--- src/sv/npm_pkg.sv ---
// Shared types and codes of the NFA pattern matcher.
// No dependencies; every other file of the block but the macro header uses it.
`default_nettype none

package npm_pkg;

    localparam int SYM_W   = 21;
    localparam int IDX_W   = 6;
    localparam int KIND_W  = 3;
    localparam int COUNT_W = 7;

    // Request types.
    localparam logic [1:0] REQ_LOAD_NODE = 2'd0;
    localparam logic [1:0] REQ_LOAD_IV   = 2'd1;
    localparam logic [1:0] REQ_SYMBOL    = 2'd2;
    localparam logic [1:0] REQ_END       = 2'd3;

    // Node kinds.
    localparam logic [KIND_W-1:0] KIND_LITERAL  = 3'd0;
    localparam logic [KIND_W-1:0] KIND_WILDCARD = 3'd1;
    localparam logic [KIND_W-1:0] KIND_CLASS    = 3'd2;
    localparam logic [KIND_W-1:0] KIND_SPLIT    = 3'd3;
    localparam logic [KIND_W-1:0] KIND_MATCH    = 3'd4;

    // Configuration register indexes.
    localparam logic CFG_START_NODE = 1'b0;
    localparam logic CFG_AUTOMATON  = 1'b1;

    typedef struct packed {
        logic [KIND_W-1:0]  kind;
        logic [SYM_W-1:0]   lit;
        logic [IDX_W-1:0]   next_first;
        logic [IDX_W-1:0]   next_second;
        logic [IDX_W-1:0]   class_base;
        logic [COUNT_W-1:0] class_count;
    } t_node;

    typedef struct packed {
        logic [SYM_W-1:0] lo;
        logic [SYM_W-1:0] hi;
    } t_iv;

    // Table write request from the sequencer.
    typedef struct packed {
        logic             node_we;
        logic [IDX_W-1:0] node_addr;
        t_node            node;
        logic             iv_we;
        logic [IDX_W-1:0] iv_addr;
        t_iv              iv;
    } t_tbl_wr;

endpackage

`default_nettype wire

--- src/sv/npm_cmp.sv ---
// Shared code-point compare unit: literal equality and interval containment.
// Depends on npm_pkg for widths.
`default_nettype none

module npm_cmp (
    input  wire logic [npm_pkg::SYM_W-1:0] i_sym,
    input  wire logic [npm_pkg::SYM_W-1:0] i_lit,
    input  wire logic [npm_pkg::SYM_W-1:0] i_lo,
    input  wire logic [npm_pkg::SYM_W-1:0] i_hi,
    output logic                           o_lit_eq,
    output logic                           o_in_range
);

    assign o_lit_eq   = (i_sym == i_lit);
    // An interval with its low end above its high end holds nothing.
    assign o_in_range = (i_lo <= i_sym) && (i_sym <= i_hi);

endmodule

`default_nettype wire

--- config.mk ---
export PLATFORM = sky130hd
export DESIGN_NAME = npm_cmp
export DESIGN_NICKNAME = d
export VERILOG_FILES = /design/src/sv/npm_pkg.sv /design/src/sv/npm_cmp.sv
export SDC_FILE = /design/constraint.sdc
export NUM_CORES = 1
export LEC_CHECK = 0
export CORE_MARGIN = 8
export CORE_UTILIZATION = 58
export DETAILED_ROUTE_END_ITERATION = 8
export DONT_BUFFER_PORTS = 1
export GPL_ROUTABILITY_DRIVEN = 0
export GPL_TIMING_DRIVEN = 0
export PLACE_DENSITY = 0.76
export SLEW_MARGIN = 15
export SYNTH_ARGS = -nofsm -noshare
export SYNTH_HDL_FRONTEND = slang
export SYNTH_SLANG_ARGS = --single-unit
--- constraint.sdc ---
create_clock -name vclk -period 1.83
set_input_delay 0.366 -clock vclk [all_inputs]
set_output_delay 0.366 -clock vclk [all_outputs]
set_load 0.01 [all_outputs]
==> out/qor.csv, run 1 <==
metric;value;unit
worst_slew_pin_slew;0.393;ns
fillerInstances;133;
synthesis.nets;298;
setup_violations;1;
grt_pass1_wl;6.34;mm
die_w;62.8;um
initial_core_util;59.1;%
drt_wl_total;4.12;mm
dpl_worst_slack;-0.253;ns
powerDensity;209;nW/um^2
synth_mux_area_share;0;%
violations;negative setup slack;
synthSimpleGateAreaFrac;16.6;%
cp-start-kind;input port;
synthAdderAreaFrac;41.4;%
n_antenna_cell;0;
crit_path_end_kind;output port;
setup_ws;-0.164;ns
final.setup.tns;-0.164;ns
hold_path_class;input port to output port;
post_drt_wl_per_cell;20.3;um
max_cap_viol_count;0;
track_usage;18.5;%
num_vias;1265;
drive_above_1_share;34.3;%
status;complete, but fails checks;
sequentialPowerShare;0;%
dr.pass1.iters;6;
dp_hpwl;3.51;mm
postSynthCellCount;172;
leakagePower;0.000787;uW
antenna_found_initial;0;
grt_pass1_vias;1441;
post_synth_xor_area_fraction;14.5;%
ys_types;25;
nets;303;
fmax;0.501;GHz
ys_warn_count;0;
dieArea;3940;um^2
p_clk_share;0;%
synth_top_family_by_area;adder cells;
instances_no_fill;203;
arrival;1.63;ns
path_max_fanout;2;
synth_compound_area_share;15.1;%
hold_viol_final;0;
p_sw;176;uW
core-area;2150;um^2
combPwrFrac;100.0;%
syn-cell-area;1270;um^2
drc;0;
dpl.cell_count;200;
clock_buffers;0;
rows;17;
avgViaCountPerCell;6.23;
yosysSeqAreaShare;0;%
die_y;62.8;um
grt_start_max_net_pins;4;
critPathKind;input port to output port;
period_minus_slack;1.99;ns
syn_area_per_cell;7.38;um^2
nFlopsAndLatches;0;
min_path_cells;3;
rsz0062_at_grt;yes;
grt_overflow;0;
layout.area.seq;0;um^2
irDropWorstVdd;0.150;mV
area_growth;39.5;%
initialDrtViolationCount;59;
internal_power;194;uW
fin_crit_sh;109;%
io_buffers;0;
hold_start;i_lit[12];
ant_nets;0;
critical_path_required;1.46;ns
slew_headroom;73.6;%
hold_end;o_lit_eq;
ios;86;
finalMaxSlewViolations;0;
p_sw_share;47.6;%
-- cell usage in the layout, fill, tap and decap left out, types with 2 or more instances in the layout --
cell,n
inv_1,26
ha_1,21
ha_4,20
xor2_1,17
nand4_1,11
a21oi_1,10
inv_2,8
nand3_1,7
xnor2_1,4
a21oi_2,4
a21o_1,4
nand2_1,4
nor4_1,3
inv_4,3
inv_6,2
nor4_4,2
inv_8,2
nand3_2,2
o21ai_1,2
a2111oi_4,2
a211oi_2,2
buf_4,2
-- power by group through the flow --
stage | registers, uW | clock network (uW) | logic (uW)
floorplan | 0 | 0 | 233
global placement | 0 | 0 | 273
detailed placement | 0 | 0 | 289
CTS | 0 | 0 | 310
global route | 0 | 0 | 413
finish | 0 | 0 | 370
-- synth_stat cells (2+ instances only) --
cell | count | share of area, %
a21oi_1 | 15 | 5.9
a2111oi_1 | 2 | 1.6
a21o_1 | 4 | 2.4
ha_1 | 42 | 41
nor4_1 | 5 | 2.5
xnor2_1 | 4 | 2.8
nand4_1 | 11 | 5.4
nor3_1 | 2 | 0.79
inv_1 | 42 | 12
nand3_1 | 9 | 3.6
o21ai_1 | 2 | 0.79
nand2_1 | 4 | 1.2
xor2_1 | 17 | 12
a211oi_1 | 2 | 1.2
-- per-stage QoR --
stage / hold slack (ns) / power (uW) / area (um^2) / util (%)
finish: 0.979 / 370 / 1770 / 82.4
global route: 0.993 / 413 / 1770 / 82.4
CTS: 0.950 / 310 / 1590 / 73.9
detailed placement: 0.948 / 289 / 1490 / 69.4
global placement: 0.933 / 273 / 1490 / 69.4
floorplan: 0.888 / 233 / 1460 / -
-- logic make-up after synthesis --
logic type      after synthesis
compound gates               30
xor+xnor                     21
fa+ha+maj                    42
buf+inv                      42
simple gates                 37
-- timing repair --
item / 4_1_cts / 5_1_grt
endpoints found under the setup margin: 2 / 2
hold buffers: 0 / 0
gates resized for setup: 13 / 31
buffers inserted: 2 / 1
pin swaps: 15 / 15
cloned: 0 / 0
-- worst max-delay path: stages --
cell and delay (ns):
inv_2 0.05, ha_4 0.21, nand4_1 0.16, buf_6 0.14
a21oi_4 0.04, a2111oi_4 0.33, o31ai_2 0.11, a21oi_2 0.22
-- layout make-up --
type / count / area [um^2] / share of cell area, %
multi-input cells: 130 / 1510 / 85.1
inverters: 42 / 203 / 11.4
well taps: 28 / 35.0 / 1.98
repair buffers: 3 / 26.3 / 1.48
-- routing by layer --
metal  global-route usage [%]  vias up  routed length (um)
li1                         -      613                   -
met1                     19.3      592                1490
met2                     35.7       54                2240
met3                     5.20        6                 320
met4                     3.70        0                  59
met5                        0        -                   0
-- how the worst max path moves through the flow --
stage / slack (ns) / to / depth (start not counted) / startpoint
floorplan: -0.04 / o_in_range / 8 / i_hi[4]
global placement: -0.24 / o_in_range / 7 / i_sym[12]
detailed placement: -0.25 / o_in_range / 7 / i_sym[12]
CTS: -0.20 / o_in_range / 7 / i_lo[10]
global route: -0.25 / o_in_range / 8 / i_hi[4]
finish: -0.16 / o_in_range / 8 / i_hi[12]
Note: power is estimated with default switching activity, not from simulation.
==> inputs of run 2 (changes only) <==
--- a/config.mk
+++ b/config.mk
@@ -6,11 +6,10 @@
 export NUM_CORES = 1
 export LEC_CHECK = 0
-export CORE_MARGIN = 8
-export CORE_UTILIZATION = 58
+export BUFFER_PORTS_ARGS = -buffer_cell sky130_fd_sc_hd__buf_2
+export CORE_UTILIZATION = 40
 export DETAILED_ROUTE_END_ITERATION = 8
-export DONT_BUFFER_PORTS = 1
 export GPL_ROUTABILITY_DRIVEN = 0
 export GPL_TIMING_DRIVEN = 0
-export PLACE_DENSITY = 0.76
+export PLACE_DENSITY = 0.81
 export SLEW_MARGIN = 15
 export SYNTH_ARGS = -nofsm -noshare
==> constraint.sdc (replaced) <==
create_clock -name vclk -period 1.83
set_input_delay 0.183 -clock vclk [all_inputs]
set_output_delay 0.183 -clock vclk [all_outputs]
set_load 0.01 [all_outputs]
==> run 2 against run 1 <==
Compared with the run above: the run still ends with negative setup slack left; total power up 28%; count of clock-buffer cells in the layout unchanged; cell count increased by 51%; largest power group unchanged.
==> out/qor.csv, run 2 (synthesis results as in run 1) <==
metric;value;unit;change
setup_violations;1;;unchanged
final.setup.tns;-0.0594;ns;+0.105 ns
arrival;1.71;ns;+0.08 ns
ant_nets;0;;unchanged
crit_path_end_kind;output port;;
cp-start-kind;input port;;
dr.pass1.iters;4;;-2
cp_slowest_cell;a311oi_2;;
cp_slowest_stage_delay;0.33;ns;about the same
core-area;3030;um^2;+41%
hold_viol_final;0;;unchanged
grt_overflow;0;;unchanged
powerDensity;223;nW/um^2;+6.6%
die_y;58.3;um;-7.1%
leakagePower;0.00114;uW;+44%
path_max_fanout;3;;+1
io_buffers;86;;+86
nets;390;;+29%
hold_path_class;input port to output port;;
n_antenna_cell;0;;unchanged
instances_no_fill;306;;+51%
num_vias;1542;;+22%
cpMostUsedCell;buf_2;;
ios;86;;unchanged
worst_slew_pin_slew;0.334;ns;-0.0584 ns
finalMaxSlewViolations;0;;unchanged
dpl.cell_count;302;;+51%
max_cap_viol_count;0;;unchanged
initialDrtViolationCount;27;;-54%
placed_area;1750;um^2;+18%
drive_above_1_share;47.7;%;+13 points
layout.area.seq;0;um^2;unchanged
violations;negative setup slack;;
rsz0062_at_grt;yes;;
crit_chain;buf_2, ha_1, nand4_1, a311oi_2, a2111oi_4, o31ai_1, a21oi_1, buf_2;;
grt_pass1_wl;6.20;mm;-2.2%
ctsHoldBuffers;0;;unchanged
antenna_found_initial;0;;unchanged
post_drt_wl_per_cell;13.6;um;-33%
final_area;2120;um^2;+20%
drc;0;;unchanged
critPathKind;input port to output port;;
fin_crit_sh;103;%;-5.7 points
slew_headroom;77.5;%;+4.0 points
grt_start_max_net_pins;4;;unchanged
whs;0.782;ns;-0.196 ns
rows;20;;+3
die_w;58.3;um;-7.1%
status;complete, but fails checks;;
dp_hpwl;3.12;mm;-11%
grt_pass1_vias;1528;;+6.0%
final_cell_mix;74 x buf_2, 36 x inv_1, 27 x ha_1;;
final_common_cell;buf_2;;
dieArea;3400;um^2;-14%
irDropWorstVdd;0.108;mV;-27%
area_growth;67.0;%;
setup_ws;-0.0594;ns;+0.105 ns
drt_wl_total;4.16;mm;+1.0%
critical_path_required;1.65;ns;+0.19 ns
track_usage;23.2;%;+4.7 points
initial_core_util;41.9;%;-17 points
nFlopsAndLatches;0;;unchanged
avgViaCountPerCell;5.04;;-19%
clock_buffers;0;;unchanged
period_minus_slack;1.89;ns;-0.105 ns
fmax;0.529;GHz;+5.6%
-- run 2: cell types whose count changed in the layout (fill, tap and decap cells not counted), moves of 3 or more --
cell,change
ha_4,-5
inv_1,+10
inv_4,-3
ha_1,+6
buf_2,+74
buf_4,+7
buf_6,+5
-- run 2: timing repair --
item                       in CTS  in global routing
gates resized for setup        34                 18
gates cloned                    0                  0
setup endpoints to repair       1                  2
buffers inserted                0                  4
pin swaps                      17                 11
-- run 2: power breakdown --
group / internal (uW) / switching [uW] / total, uW
clock: 0 / 0 / 0
sequential: 0 / 0 / 0
combinational: 249 / 223 / 472
-- run 2: layer usage --
| layer | up-vias | wire length [um] | GRT usage (%) |
|---|---|---|---|
| met4 | 0 | 139 | 5.44 |
| met1 | 662 | 1690 | 26.2 |
| met2 | 72 | 2050 | 46.0 |
| met5 | - | 0 | 0 |
| li1 | 790 | - | - |
| met3 | 18 | 278 | 2.64 |
-- run 2: worst max-delay path, delay by kind of cell --
kind	cells	cell delay, ns
compound gates	4	0.76
buf+inv	2	0.27
simple gates	1	0.19
fa+ha+maj	1	0.30
-- run 2: area by class of cell --
cell class	instances	area, um^2
multi-input cells	130	1390
fillers	274	910
repair buffers	90	520
inverters	42	158
well taps	44	55.1
-- run 2: final timing paths --
path                      from    endpoint  slack [ns]  cells past startpoint
worst max-delay path  i_sym[7]  o_in_range       -0.06                      8
worst min-delay path  i_lit[5]    o_lit_eq        0.78                      5
-- run 2: metrics by stage --
stage	worst slack, ns	total power (uW)	utilization (%)
floorplan	0.187	194	-
global placement	-0.273	344	57.9
detailed placement	-0.282	353	57.9
CTS	0.00170	425	66.2
global route	-0.124	525	70.0
finish	-0.0594	472	70.0
